===== src/rtl/brms_pkg.sv =====
// ----------------------------------------------------------------------------
// Block RMS meter package
// Widths and state codes shared by the interfaces and the meter core.
// ----------------------------------------------------------------------------
package brms_pkg;

  localparam int MAX_SAMPLES = 32;
  localparam int SAMPLE_BITS = 16;

  localparam int RMS_W  = 16;
  localparam int USED_W = 6;

  localparam int CNT_W  = $clog2(MAX_SAMPLES + 1);
  localparam int SQ_W   = 2 * SAMPLE_BITS;
  localparam int SUM_W  = 2 * SAMPLE_BITS - 2 + CNT_W;
  localparam int ROOT_W = (SUM_W + 1) / 2;
  localparam int WORK_W = 2 * ROOT_W;
  localparam int ALU_W  = (ROOT_W + 3 > CNT_W + 1) ? ROOT_W + 3 : CNT_W + 1;
  localparam int STEP_W = $clog2(WORK_W + 1);
  localparam int RMS_EXT_W = (ROOT_W > RMS_W) ? ROOT_W : RMS_W;

  typedef enum logic [4:0] {
    S_IDLE = 5'b00001,
    S_ACC  = 5'b00010,
    S_DIV  = 5'b00100,
    S_ROOT = 5'b01000,
    S_OUT  = 5'b10000
  } state_t;

endpackage


===== src/rtl/brms_if.sv =====
// ----------------------------------------------------------------------------
// Block RMS meter channels
// Valid/ready channels for samples in and results out.
// ----------------------------------------------------------------------------
interface brms_in_if;
  logic                                 valid;
  logic                                 ready;
  logic signed [brms_pkg::SAMPLE_BITS-1:0] sample;
  logic                                 last_in_block;

  modport source (output valid, output sample, output last_in_block, input ready);
  modport sink   (input valid, input sample, input last_in_block, output ready);
endinterface

interface brms_out_if;
  logic                         valid;
  logic                         ready;
  logic [brms_pkg::RMS_W-1:0]   rms_value;
  logic [brms_pkg::USED_W-1:0]  samples_used;

  modport source (output valid, output rms_value, output samples_used, input ready);
  modport sink   (input valid, input rms_value, input samples_used, output ready);
endinterface


===== src/rtl/block_rms_meter_core.sv =====
// ----------------------------------------------------------------------------
// Block RMS meter core
// Accumulates squared samples per block and, at the end of each block,
// reports floor(sqrt(floor(sum / count))) using one shared subtractor.
// ----------------------------------------------------------------------------
//
//  Channel  Direction  Payload                        Handshake
//  din      in         sample, last_in_block          valid/ready
//  dout     out        rms_value, samples_used        valid/ready
//
// An ordinary sample is squared when it is accepted and then accumulated.
// A final sample also runs a restoring divide (WORK_W = 36 steps) and a
// digit-by-digit root (ROOT_W = 18 steps) on the same subtractor, and then
// loads the output register.
// din is ready only while the sequencer is idle; a stalled output holds the
// sequencer in its last state until the result register frees.
// Reset (synchronous) clears the accumulator, the count and the output valid.

module block_rms_meter_core (
  input  logic           clk,
  input  logic           rst,
  brms_in_if.sink        din,
  brms_out_if.source     dout
);

  brms_pkg::state_t state;

  logic [brms_pkg::SQ_W-1:0]   sq;
  logic                        last_q;
  logic [brms_pkg::SUM_W-1:0]  sum;
  logic [brms_pkg::SUM_W-1:0]  sum_next;
  logic [brms_pkg::CNT_W-1:0]  count;
  logic [brms_pkg::CNT_W-1:0]  count_next;
  logic [brms_pkg::WORK_W-1:0] work;
  logic [brms_pkg::ALU_W-1:0]  rem;
  logic [brms_pkg::ROOT_W-1:0] root;
  logic [brms_pkg::STEP_W-1:0] step;

  logic [brms_pkg::SAMPLE_BITS-1:0] mag;
  logic                             room;

  // Shared subtract-and-compare unit.
  logic [brms_pkg::ALU_W-1:0] alu_a;
  logic [brms_pkg::ALU_W-1:0] alu_b;
  logic [brms_pkg::ALU_W:0]   alu_diff;
  logic                       alu_ge;

  logic [brms_pkg::RMS_EXT_W-1:0] root_ext;
  logic [brms_pkg::RMS_W-1:0]     rms_sat;
  logic                           out_free;

  // The negation of the most negative code wraps to itself, which read
  // unsigned is exactly its magnitude.
  assign mag  = din.sample[brms_pkg::SAMPLE_BITS-1] ? (~din.sample + 1'b1) : din.sample;
  assign room = count < brms_pkg::CNT_W'(brms_pkg::MAX_SAMPLES);

  always_comb begin
    sum_next   = sum;
    count_next = count;
    if (room) begin
      sum_next   = sum + brms_pkg::SUM_W'(sq);
      count_next = count + 1'b1;
    end
  end

  always_comb begin
    if (state == brms_pkg::S_ROOT) begin
      alu_a = {rem[brms_pkg::ALU_W-3:0], work[brms_pkg::WORK_W-1 -: 2]};
      alu_b = brms_pkg::ALU_W'({root, 2'b01});
    end else begin
      alu_a = {rem[brms_pkg::ALU_W-2:0], work[brms_pkg::WORK_W-1]};
      alu_b = brms_pkg::ALU_W'(count);
    end
    alu_diff = {1'b0, alu_a} - {1'b0, alu_b};
    alu_ge   = !alu_diff[brms_pkg::ALU_W];
  end

  assign root_ext = brms_pkg::RMS_EXT_W'(root);
  assign rms_sat  = (root_ext > brms_pkg::RMS_EXT_W'({brms_pkg::RMS_W{1'b1}}))
                    ? {brms_pkg::RMS_W{1'b1}} : brms_pkg::RMS_W'(root);
  assign out_free = !dout.valid || dout.ready;

  assign din.ready = (state == brms_pkg::S_IDLE);

  always_ff @(posedge clk) begin
    if (rst) begin
      state      <= brms_pkg::S_IDLE;
      sum        <= '0;
      count      <= '0;
      dout.valid <= 1'b0;
    end else begin
      // In the output state the valid flag is decided by the load below.
      if (dout.valid && dout.ready && (state != brms_pkg::S_OUT)) begin
        dout.valid <= 1'b0;
      end
      case (state)
        brms_pkg::S_IDLE: begin
          if (din.valid) begin
            sq     <= mag * mag;
            last_q <= din.last_in_block;
            state  <= brms_pkg::S_ACC;
          end
        end
        brms_pkg::S_ACC: begin
          count <= count_next;
          if (last_q) begin
            sum   <= '0;
            work  <= brms_pkg::WORK_W'(sum_next);
            rem   <= '0;
            step  <= '0;
            state <= brms_pkg::S_DIV;
          end else begin
            sum   <= sum_next;
            state <= brms_pkg::S_IDLE;
          end
        end
        brms_pkg::S_DIV: begin
          work <= {work[brms_pkg::WORK_W-2:0], alu_ge};
          if (step == brms_pkg::STEP_W'(brms_pkg::WORK_W - 1)) begin
            rem   <= '0;
            root  <= '0;
            step  <= '0;
            state <= brms_pkg::S_ROOT;
          end else begin
            rem  <= alu_ge ? alu_diff[brms_pkg::ALU_W-1:0] : alu_a;
            step <= step + 1'b1;
          end
        end
        brms_pkg::S_ROOT: begin
          rem  <= alu_ge ? alu_diff[brms_pkg::ALU_W-1:0] : alu_a;
          root <= {root[brms_pkg::ROOT_W-2:0], alu_ge};
          work <= {work[brms_pkg::WORK_W-3:0], 2'b00};
          step <= step + 1'b1;
          if (step == brms_pkg::STEP_W'(brms_pkg::ROOT_W - 1)) begin
            state <= brms_pkg::S_OUT;
          end
        end
        brms_pkg::S_OUT: begin
          if (out_free) begin
            dout.valid        <= 1'b1;
            dout.rms_value    <= rms_sat;
            dout.samples_used <= brms_pkg::USED_W'(count);
            count             <= '0;
            state             <= brms_pkg::S_IDLE;
          end
        end
        default: begin
          state <= brms_pkg::S_IDLE;
        end
      endcase
    end
  end

  a_count_bound: assert property (@(posedge clk) disable iff (rst)
    count <= brms_pkg::CNT_W'(brms_pkg::MAX_SAMPLES))
    else $error("sample count passed the block limit");

  a_accept_to_acc: assert property (@(posedge clk) disable iff (rst)
    (din.valid && din.ready) |=> (state == brms_pkg::S_ACC))
    else $error("accepted item did not move to accumulation");

  a_result_source: assert property (@(posedge clk) disable iff (rst)
    $rose(dout.valid) |-> $past(state == brms_pkg::S_OUT))
    else $error("result appeared outside the output state");

  a_result_count: assert property (@(posedge clk) disable iff (rst)
    $rose(dout.valid) |-> (dout.samples_used != '0))
    else $error("result reported an empty block");

  a_div_steps: assert property (@(posedge clk) disable iff (rst)
    (state == brms_pkg::S_DIV) |-> (step < brms_pkg::STEP_W'(brms_pkg::WORK_W)))
    else $error("divide ran past its step count");

endmodule


===== src/flat_wrapper.sv =====
// flat-port wrapper written by rule: the top's interface ports become plain ports
module block_rms_meter_core_flat 
  (clk, rst, din_valid, din_sample, din_last_in_block, din_ready, dout_valid, dout_rms_value, dout_samples_used, dout_ready);
  brms_in_if din_i ();
  brms_out_if dout_i ();
  input  logic clk;
  input  logic rst;
  input wire logic [$bits(din_i.valid)-1:0] din_valid;
  input wire logic [$bits(din_i.sample)-1:0] din_sample;
  input wire logic [$bits(din_i.last_in_block)-1:0] din_last_in_block;
  output wire logic [$bits(din_i.ready)-1:0] din_ready;
  output wire logic [$bits(dout_i.valid)-1:0] dout_valid;
  output wire logic [$bits(dout_i.rms_value)-1:0] dout_rms_value;
  output wire logic [$bits(dout_i.samples_used)-1:0] dout_samples_used;
  input wire logic [$bits(dout_i.ready)-1:0] dout_ready;
  assign din_i.valid = din_valid;
  assign din_i.sample = din_sample;
  assign din_i.last_in_block = din_last_in_block;
  assign din_ready = din_i.ready;
  assign dout_valid = dout_i.valid;
  assign dout_rms_value = dout_i.rms_value;
  assign dout_samples_used = dout_i.samples_used;
  assign dout_i.ready = dout_ready;
  block_rms_meter_core u_core (.clk(clk), .rst(rst), .din(din_i), .dout(dout_i));
endmodule

===== config.mk =====
export PLATFORM = sky130hd
export DESIGN_NAME = block_rms_meter_core_flat
export DESIGN_NICKNAME = d
export VERILOG_FILES = /design/src/rtl/brms_pkg.sv /design/src/rtl/brms_if.sv /design/src/rtl/block_rms_meter_core.sv /design/src/flat_wrapper.sv
export SDC_FILE = /design/constraint.sdc
export NUM_CORES = 1
export LEC_CHECK = 0
export ABC_AREA = 1
export BUFFER_PORTS_ARGS = -buffer_cell sky130_fd_sc_hd__buf_2
export CORE_AREA = 2 2 229 174
export DETAILED_ROUTE_END_ITERATION = 10
export DIE_AREA = 0 0 231 176
export GPL_ROUTABILITY_DRIVEN = 0
export PLACE_DENSITY = 0.65
export SLEW_MARGIN = 0
export SYNTH_ARGS = -nofsm -noshare
export SYNTH_HDL_FRONTEND = slang
export SYNTH_SLANG_ARGS = --single-unit

===== constraint.sdc =====
create_clock -name clk -period 13.1 [get_ports clk]
set_input_delay 1.965 -clock clk [delete_from_list [all_inputs] [get_ports clk]]
set_output_delay 1.965 -clock clk [all_outputs]
set_load 0.005 [all_outputs]

==> flow_summary_export.csv, run 1 <==
group,metric,value,unit
clock_network,cts_tree,"done",
min_path,hold_end,"u_core.dout.samples_used[4]$_DFFE_PP_",
synthesis,async_flop_share,0,
setup_path,crit_type,"input port to flip-flop",
layout,layout_common_cells,"575 x nand2_1, 496 x inv_1, 201 x nor2_1",
synthesis,synth_edf_count,134,
timing,skew,0.02668,ns
layout,drive_gt1_frac,0.05974,
die,io_pins,45,
synthesis,ys_seq_elements,182,
synthesis,synth_flop_cell,"edfxtp_1",
timing,slew_violations,0,
synthesis,yosysTopAreaCell,"edfxtp_1",
placed_design,numPortBuffers,44,
global_route,grt_pass1_vias,15490,
clock_network,insertion_delay,0.46,ns
clock_network,ctsResizeCount,0,
setup_path,cp_num_buf_inv,8,
layout,fin_nets,2821,
min_path,min_path_cells,0,
pwr,powerDensity,252.3,nW/µm²
route,drt-initial-drc-count,1407,
global_route,grt_start_max_net_pins,69,
setup_path,cp_top_family,"adder cells",
synthesis,yosysUniqueCellTypes,58,
global_route,grt_pass1_wl,78.60,mm
timing,setup_violations,0,
timing,relSlewSlack,0.2536,
die,start_util,0.4978,
die,die_area,40660,µm²
layout,syn2layout_area_growth,6.928,%
clock_network,htree_levels,4,
route,wl_per_cell,15.80,µm
timing,max_freq,0.1098,GHz
global_route,antenna_found_initial,0,
min_path,hold_class,"flip-flop to flip-flop",
timing,hold_viol,0,
placed_design,dp_hpwl,38.05,mm
setup_path,critical_path.most_common_cell,"inv_1",
setup_path,cp.required,13.29,ns
clock_network,clockRootBuffer,"clkbuf_16",
setup_path,rr_endpoint,"u_core.rem[15]$_DFFE_PP_",
die,die_w,231,µm
global_route,grt-ovfl-total,0,
timing,tightestPinTransition,1.116,ns
status,status,"completed",
clock_network,clockBufferDepth,2,
flow_run,drv_cap,0,
setup_path,arrival,9.30,ns
synthesis,syn_area,19000,µm²
setup_path,ff2ff_setup_slack,8.17,ns
route,drc,0,
setup_path,ff2ff_path_depth,17,
clock_network,cts_setup_buffers,0,
timing,layout_min_cycle_time,9.107,ns
route,avgViaCountPerCell,5.262,
setup_path,r2r_start,"u_core.state[0]$_SDFFE_PP1P_",
route,drt_pass1_iterations,5,
placed_design,place_ws,3.601,ns
timing,fin_tns_setup,0,ns
setup_path,cp-start-kind,"input port",
synthesis,yosysSeqAreaShare,0.2623,
min_path,hp-start,"u_core.count[4]$_SDFFE_PP0P_",
route,wirelength,47.50,mm
setup_path,critPathMaxFanout,18,
die,fp-row-count,62,
clock_network,clk_pin_slew,0.07,ns
die,core_area,38170,µm²
setup_path,cp_slowest_stage_delay,0.77,ns
layout,layout_commonest_cell,"nand2_1",
synthesis,synthTopCellsByArea,"edfxtp_1 21%, fa_1 17%, nand2_1 11%",
clock_network,cts_hold_buf,0,
route,antenna_left,0,
timing,fin_crit_sh,0.6952,
global_route,grtUsageTotal,0.2418,
timing,worst_slack,3.993,ns
setup_path,crit_path_top_delay_cell,"xor2_1",
route,dr_total_vias,15820,
setup_path,end_kind,"flip-flop",
synthesis,synth_top_area_frac,0.2118,
synthesis,yosys_warnings,0,
clock_network,cts_sinks,182,
die,die_h,176,µm
pwr,irDropWorstVdd,0.2793,mV
pwr,leakagePower,0.01003,µW
synthesis,synth_area_per_cell,7.736,µm²
clock_network,cts_buffers,17,
timing,rsz0062_at_grt,"false",
layout,n_antenna_cell,0,
synthesis,synth_cells,2456,
[worst max path at each step]
stage | startpoint | end | slack [ns] | cells after the start
floorplan | din_sample[0] | u_core.sq[29]$_DFFE_PP_ | 4.64 | 33
global placement | din_sample[0] | u_core.sq[29]$_DFFE_PP_ | 3.71 | 30
detailed placement | din_sample[0] | u_core.sq[29]$_DFFE_PP_ | 3.60 | 30
CTS | din_sample[0] | u_core.sq[29]$_DFFE_PP_ | 4.04 | 30
global route | din_sample[0] | u_core.sq[29]$_DFFE_PP_ | 3.47 | 30
finish | din_sample[0] | u_core.sq[29]$_DFFE_PP_ | 3.99 | 30
[where the power goes]
| part | total (µW) | internal [µW] | switching, µW | leakage, µW |
|---|---|---|---|---|
| Clock | 513 | 274 | 240 | 0.000286 |
| Sequential | 904 | 866 | 38.6 | 0.00162 |
| Combinational | 3710 | 1410 | 2300 | 0.00812 |
| Total | 5130 | 2540 | 2580 | 0.0100 |
[kinds of logic after synthesis]
group,Yosys count,synth area share
AOI/OAI and AO/OA,310,0.09166
buffers and inverters,565,0.1148
adders and majority gates,319,0.2756
DFF,182,0.2623
and+or+nand+nor,1019,0.2269
muxes,2,0.001054
xor gates and xnor gates,57,0.02726
other,2,0.0003952
[through the flow]
stage                     cell area [µm²]  total power [µW]  hold slack, ns  std cells    util
after floorplan                     19030              3736          0.4029       2465       -
after global placement              19740              4551          0.4584       2974  0.5172
after detailed placement            19740              4598          0.4582       2974  0.5172
after CTS                           20320              5140          0.4712       3006  0.5323
after global routing                20320              5738          0.4761       3006  0.5323
final                               20320              5127          0.4742       3006  0.5323
[cell type report]
class                           count  area [µm²]
Inverter                          505        1896
Tap cell                          512       640.6
Fill cell                        3714       17850
Clock inverter                     11       83.83
Sequential cell                   182        4985
Multi-Input combinational cell   1718       11900
Clock buffer                       21       493.0
Timing Repair Buffer               57       317.8
[synth_stat cells, types with 27 or more instances]
library cell / number
dfxtp_1: 48
nor3_1: 30
xnor2_1: 27
ha_1: 153
o21ai_0: 70
xor2_1: 29
inv_1: 496
a21oi_1: 149
nand3_1: 136
fa_1: 166
clkbuf_1: 32
edfxtp_1: 134
nand2_1: 575
nor2_1: 203
[per-layer routing]
layer	share of wire	vias up	track usage	wire length, µm
li1	-	7798	-	-
met1	0.51	7432	0.3648	24070
met2	0.40	514	0.3544	19230
met3	0.069	73	0.04764	3257
met4	0.020	0	0.06102	949
met5	0	-	0	0
[flip-flops by register name, indices dropped and copies added, names as in the netlist]
signal / cells
u_core.dout.samples_used: 6
u_core.sq: 31
u_core.state: 5
u_core.rem: 20
u_core.dout.valid: 1
u_core.step: 6
u_core.root: 18
u_core.work: 36
u_core.dout.rms_value: 16
u_core.count: 6
u_core.last_q: 1
u_core.sum: 36
(Power assumes the default switching activity.)
==> run 2, diff against run 1 <==
--- a/config.mk
+++ b/config.mk
@@ -11,7 +11,7 @@
 export DETAILED_ROUTE_END_ITERATION = 10
 export DIE_AREA = 0 0 231 176
 export GPL_ROUTABILITY_DRIVEN = 0
-export PLACE_DENSITY = 0.65
+export PLACE_DENSITY = 0.68
 export SLEW_MARGIN = 0
 export SYNTH_ARGS = -nofsm -noshare
 export SYNTH_HDL_FRONTEND = slang
==> constraint.sdc (replaced) <==
create_clock -name clk -period 8.3 [get_ports clk]
set_input_delay 1.245 -clock clk [delete_from_list [all_inputs] [get_ports clk]]
set_output_delay 1.245 -clock clk [all_outputs]
set_load 0.005 [all_outputs]
==> run 2 against run 1 <==
Via count up 0.63%. Flip-flop and latch count did not move. Combinational power rose by 60%. Core utilization up 0.19 points. Clock skew is essentially flat. Cell area increased by 0.35%. Global-route usage decreased by 0.22 points. Worst hold slack got worse by 0.0061 ns. Sequential power is 58% higher. Routed wire length decreased by 0.81%. Total power increased by 59%. Sequential share of layout area shrank 0.086 points. Critical path type unchanged. Largest power group unchanged. Highest routed layer unchanged.
==> flow_summary_export.csv, run 2 (same netlist as run 1, synthesis figures left out) <==
group,metric,value,unit
route,drt-initial-drc-count,1341,
pwr,irDropWorstVdd,0.4563,mV
timing,rsz0062_at_grt,"false",
timing,fin_tns_setup,0,ns
layout,top_regs,"u_core.sum (36), u_core.work (36), u_core.sq (31)",
layout,final_design_area_no_fill,20390,µm²
route,wirelength,47.12,mm
die,die_area,40660,µm²
global_route,grt_pass1_wl,78.29,mm
timing,tightestPinTransition,1.053,ns
global_route,antenna_found_initial,1,
route,drt_pass1_iterations,6,
die,io_pins,45,
layout,layout_common_cells,"575 x nand2_1, 496 x inv_1, 201 x nor2_1",
flow_run,drv_cap,0,
clock_network,clockBufferDepth,2,
clock_network,cts_setup_buffers,0,
route,dr_total_vias,15920,
die,fp-row-count,62,
min_path,hold_class,"flip-flop to flip-flop",
die,die_w,231,µm
setup_path,end_kind,"flip-flop",
die,core_area,38170,µm²
layout,syn2layout_area_growth,7.303,%
pwr,leakagePower,0.01007,µW
clock_network,cts_sinks,182,
global_route,grt_pass1_vias,15660,
pwr,powerDensity,400.3,nW/µm²
layout,layout_commonest_cell,"nand2_1",
clock_network,cts_buffers,17,
timing,slew_violations,0,
setup_path,critPathMaxFanout,13,
timing,skew,0.02647,ns
die,die_h,176,µm
global_route,grt_start_max_net_pins,70,
timing,max_freq,0.1319,GHz
clock_network,insertion_delay,0.46,ns
clock_network,htree_levels,4,
clock_network,clk_pin_slew,0.07,ns
clock_network,clockRootBuffer,"clkbuf_16",
layout,n_antenna_cell,0,
setup_path,cp-start-kind,"input port",
global_route,grt-ovfl-total,0,
timing,setup_violations,0,
die,start_util,0.4978,
route,drc,0,
timing,layout_min_cycle_time,7.584,ns
setup_path,arrival,7.78,ns
route,avgViaCountPerCell,5.275,
layout,drive_gt1_frac,0.06347,
route,antenna_left,0,
clock_network,ctsResizeCount,0,
timing,hold_viol,0,
timing,fin_crit_sh,0.9137,
placed_design,numPortBuffers,44,
setup_path,cp-startpoint,"din_sample[0]",
route,wl_per_cell,15.62,µm
setup_path,crit_path_top_delay_cell,"fa_1",
min_path,hp-start,"u_core.count[4]$_SDFFE_PP0P_",
clock_network,cts_hold_buf,0,
layout,fillerInstances,3647,
setup_path,cp.required,8.50,ns
setup_path,r2r_start,"u_core.state[0]$_SDFFE_PP1P_",
setup_path,cp_slowest_stage_delay,0.54,ns
status,status,"completed",
placed_design,placed_area,19820,µm²
clock_network,cts_tree,"done",
layout,fin_nets,2832,
setup_path,crit_type,"input port to flip-flop",
timing,relSlewSlack,0.2977,
global_route,grtUsageTotal,0.2396,
placed_design,dp_hpwl,37.80,mm
## run 2: critical path: cells and delay by family
kind            cells  cell delay [ns]
fa+ha+maj           8             3.40
simple gates       15             2.49
buf+inv             6             0.54
compound gates      1             0.10
## run 2: stage by stage
step | hold slack, ns | power, µW | setup WS (ns) | cells | utilization
after floorplan | 0.4029 | 5896 | 0.5634 | 2465 | -
after global placement | 0.4534 | 7209 | 0.4329 | 2985 | 0.5194
after detailed placement | 0.4503 | 7298 | 0.2667 | 2985 | 0.5194
after CTS | 0.4668 | 8130 | 0.7297 | 3017 | 0.5342
after global routing | 0.4760 | 9105 | 0.2278 | 3017 | 0.5342
final | 0.4681 | 8162 | 0.7163 | 3017 | 0.5342
## run 2: cell type report
class / count / area [µm²] / share of cell area
Clock buffer: 23 / 500.5 / 0.02455
Clock inverter: 9 / 65.06 / 0.003191
Inverter: 505 / 1896 / 0.09297
Multi-Input combinational cell: 1718 / 11900 / 0.5837
Sequential cell: 182 / 4985 / 0.2445
Tap cell: 512 / 640.6 / 0.03142
Timing Repair Buffer: 68 / 400.4 / 0.01964
## run 2: path summary, 6_finish.rpt
path	cells past startpoint	end	slack, ns
max	30	u_core.sq[29]$_DFFE_PP_	0.72
max reg2reg	18	u_core.rem[15]$_DFFE_PP_	3.63
min reg2reg	0	u_core.dout.samples_used[4]$_DFFE_PP_	0.47
min	0	u_core.dout.samples_used[4]$_DFFE_PP_	0.47
## run 2: per-layer routing
| layer | track usage | part of all wire | vias up |
|---|---|---|---|
| li1 | - | - | 7804 |
| met1 | 0.3616 | 0.50 | 7508 |
| met2 | 0.3574 | 0.41 | 546 |
| met3 | 0.04199 | 0.074 | 58 |
| met4 | 0.05591 | 0.017 | 0 |
| met5 | 0 | 0 | - |
## run 2: where the power goes
part	switching, µW	internal (µW)
Sequential	59.7	1370
Clock	365	429
Combinational	3720	2220
Total	4150	4010
==> run 3, diff against run 2 <==
--- a/config.mk
+++ b/config.mk
@@ -11,7 +11,7 @@
 export DETAILED_ROUTE_END_ITERATION = 10
 export DIE_AREA = 0 0 231 176
 export GPL_ROUTABILITY_DRIVEN = 0
-export PLACE_DENSITY = 0.68
+export PLACE_DENSITY = 0.65
 export SLEW_MARGIN = 0
 export SYNTH_ARGS = -nofsm -noshare
 export SYNTH_HDL_FRONTEND = slang
==> constraint.sdc (replaced) <==
create_clock -name clk -period 8.1 [get_ports clk]
set_input_delay 1.215 -clock clk [delete_from_list [all_inputs] [get_ports clk]]
set_output_delay 1.215 -clock clk [all_outputs]
set_load 0.005 [all_outputs]
==> run 3 against run 2 <==
Count of clock-buffer cells in the layout shrank 5. Non-clock buffer count grew 6. Sequential share of layout area shrank 0.061 points. Critical path depth shrank 1. Cell count grew 0.20%. Clock skew shrank 0.0059 ns. Cell area grew 0.25%. Sequential power grew 3%. Routed wire length grew 0.21%.
==> flow_summary_export.csv, run 3 (same netlist as run 1, synthesis figures left out) <==
group,metric,value,unit
timing,worst_slack,0.5888,ns
setup_path,crit_type,"input port to flip-flop",
pwr,powerDensity,408.9,nW/µm²
layout,fin_nets,2838,
pwr,p_switching,4263,µW
die,die_area,40660,µm²
min_path,hold_class,"flip-flop to flip-flop",
pwr,pwr-share-comb,0.726,
pwr,irDropWorstVdd,0.5410,mV
layout,drive_gt1_frac,0.06651,
timing,fin_tns_setup,0,ns
timing,skew,0.02060,ns
flow_run,drv_cap,0,
clock_network,insertion_delay,0.45,ns
layout,final_design_area_no_fill,20440,µm²
setup_path,cp_top_family,"adder cells",
placed_design,place_ws,0.1735,ns
layout,top_regs,"u_core.sum (36), u_core.work (36), u_core.sq (31)",
clock_network,cts_sinks,182,
clock_network,cts_hold_buf,0,
setup_path,cp_slowest_stage_delay,0.55,ns
setup_path,critPathMaxFanout,13,
timing,rsz0062_at_grt,"false",
timing,max_freq,0.1331,GHz
setup_path,arrival,7.71,ns
die,io_pins,45,
global_route,grt_start_max_net_pins,69,
route,avgViaCountPerCell,5.279,
clock_network,cts_buffers,17,
die,die_w,231,µm
pwr,leakagePower,0.01009,µW
layout,layout_common_cells,"575 x nand2_1, 496 x inv_1, 201 x nor2_1",
setup_path,cp-start-kind,"input port",
global_route,grtUsageTotal,0.2430,
route,antenna_left,0,
die,start_util,0.4978,
clock_network,ctsResizeCount,0,
timing,relSlewSlack,0.3386,
route,wl_per_cell,15.62,µm
clock_network,clk_pin_slew,0.07,ns
layout,syn2layout_area_growth,7.573,%
pwr,pwr-share-seq,0.176,
global_route,grt_pass1_vias,15840,
route,drt-initial-drc-count,1316,
clock_network,cts_setup_buffers,0,
setup_path,crit_path_top_delay_cell,"fa_1",
route,drt_pass1_iterations,8,
timing,tightestPinTransition,0.9884,ns
die,core_area,38170,µm²
setup_path,end_kind,"flip-flop",
pwr,p_sw_frac,0.5100,
die,fp-row-count,62,
clock_network,cts_tree,"done",
clock_network,htree_levels,4,
global_route,grt-ovfl-total,0,
layout,layout_commonest_cell,"nand2_1",
clock_network,clockBufferDepth,2,
timing,slew_violations,0,
placed_design,dp_hpwl,38.15,mm
route,drc,0,
layout,n_antenna_cell,0,
clock_network,clockRootBuffer,"clkbuf_16",
global_route,antenna_found_initial,0,
route,wirelength,47.22,mm
timing,fin_crit_sh,0.9273,
setup_path,cp_num_buf_inv,7,
timing,setup_violations,0,
pwr,p_int,4095,µW
placed_design,placed_area,19870,µm²
timing,layout_min_cycle_time,7.511,ns
route,dr_total_vias,15960,
setup_path,cp.required,8.30,ns
placed_design,numPortBuffers,44,
global_route,grt_pass1_wl,79.96,mm
timing,hold_viol,0,
die,die_h,176,µm
status,status,"completed",
pwr,p_clk_frac,0.099,
-- run 3: cell count changes in the layout (fill, tap and decap cells not counted), sizes merged --
cell      delta
buf          +6
clkbuf       -5
clkinvlp     +3
inv          +3
clkinv       -2
bufinv       +1
-- run 3: per-stage QoR --
step	hold WS [ns]	instances	power (µW)	util
after floorplan	0.4029	2465	6042	-
after global placement	0.4587	2991	7449	0.5206
after detailed placement	0.4575	2991	7481	0.5206
after CTS	0.4765	3023	8351	0.5355
after global routing	0.4917	3023	9327	0.5355
final	0.4773	3023	8358	0.5355
-- run 3: routing by layer --
| metal | routed length (µm) | up-vias | part of all wire | GRT usage |
|---|---|---|---|---|
| met2 | 19570 | 530 | 0.41 | 0.3629 |
| met1 | 23560 | 7547 | 0.50 | 0.3656 |
| met4 | 765 | 0 | 0.016 | 0.05081 |
| met3 | 3324 | 58 | 0.070 | 0.04700 |
| li1 | - | 7822 | - | - |
| met5 | 0 | - | 0 | 0 |
-- run 3: area by class of cell --
type                    count  area (µm²)
clock buffers              18       429.2
clock inverters            14       142.6
fillers                  3591       17730
inverters                 505        1896
multi-input cells        1718       11900
flip-flops and latches    182        4985
well taps                 512       640.6
repair buffers             74       445.4
-- run 3: power groups by stage --
stage / clock network [µW] / registers, µW / logic [µW]
after CTS: 840 / 1460 / 6050
after detailed placement: 0 / 1480 / 6000
after global placement: 0 / 1480 / 5970
after global routing: 873 / 1470 / 6980
final: 825 / 1470 / 6070
after floorplan: 0 / 1450 / 4600
-- run 3: path summary, 6_finish.rpt --
check / start / end / slack (ns) / cells past startpoint
setup / recovery: din_sample[2] / u_core.sq[28]$_DFFE_PP_ / 0.59 / 29
hold / removal: u_core.count[2]$_SDFFE_PP0P_ / u_core.dout.samples_used[2]$_DFFE_PP_ / 0.48 / 0
setup reg to reg: u_core.state[4]$_SDFFE_PP0P_ / u_core.rem[15]$_DFFE_PP_ / 3.27 / 19
hold reg to reg: u_core.count[2]$_SDFFE_PP0P_ / u_core.dout.samples_used[2]$_DFFE_PP_ / 0.48 / 0
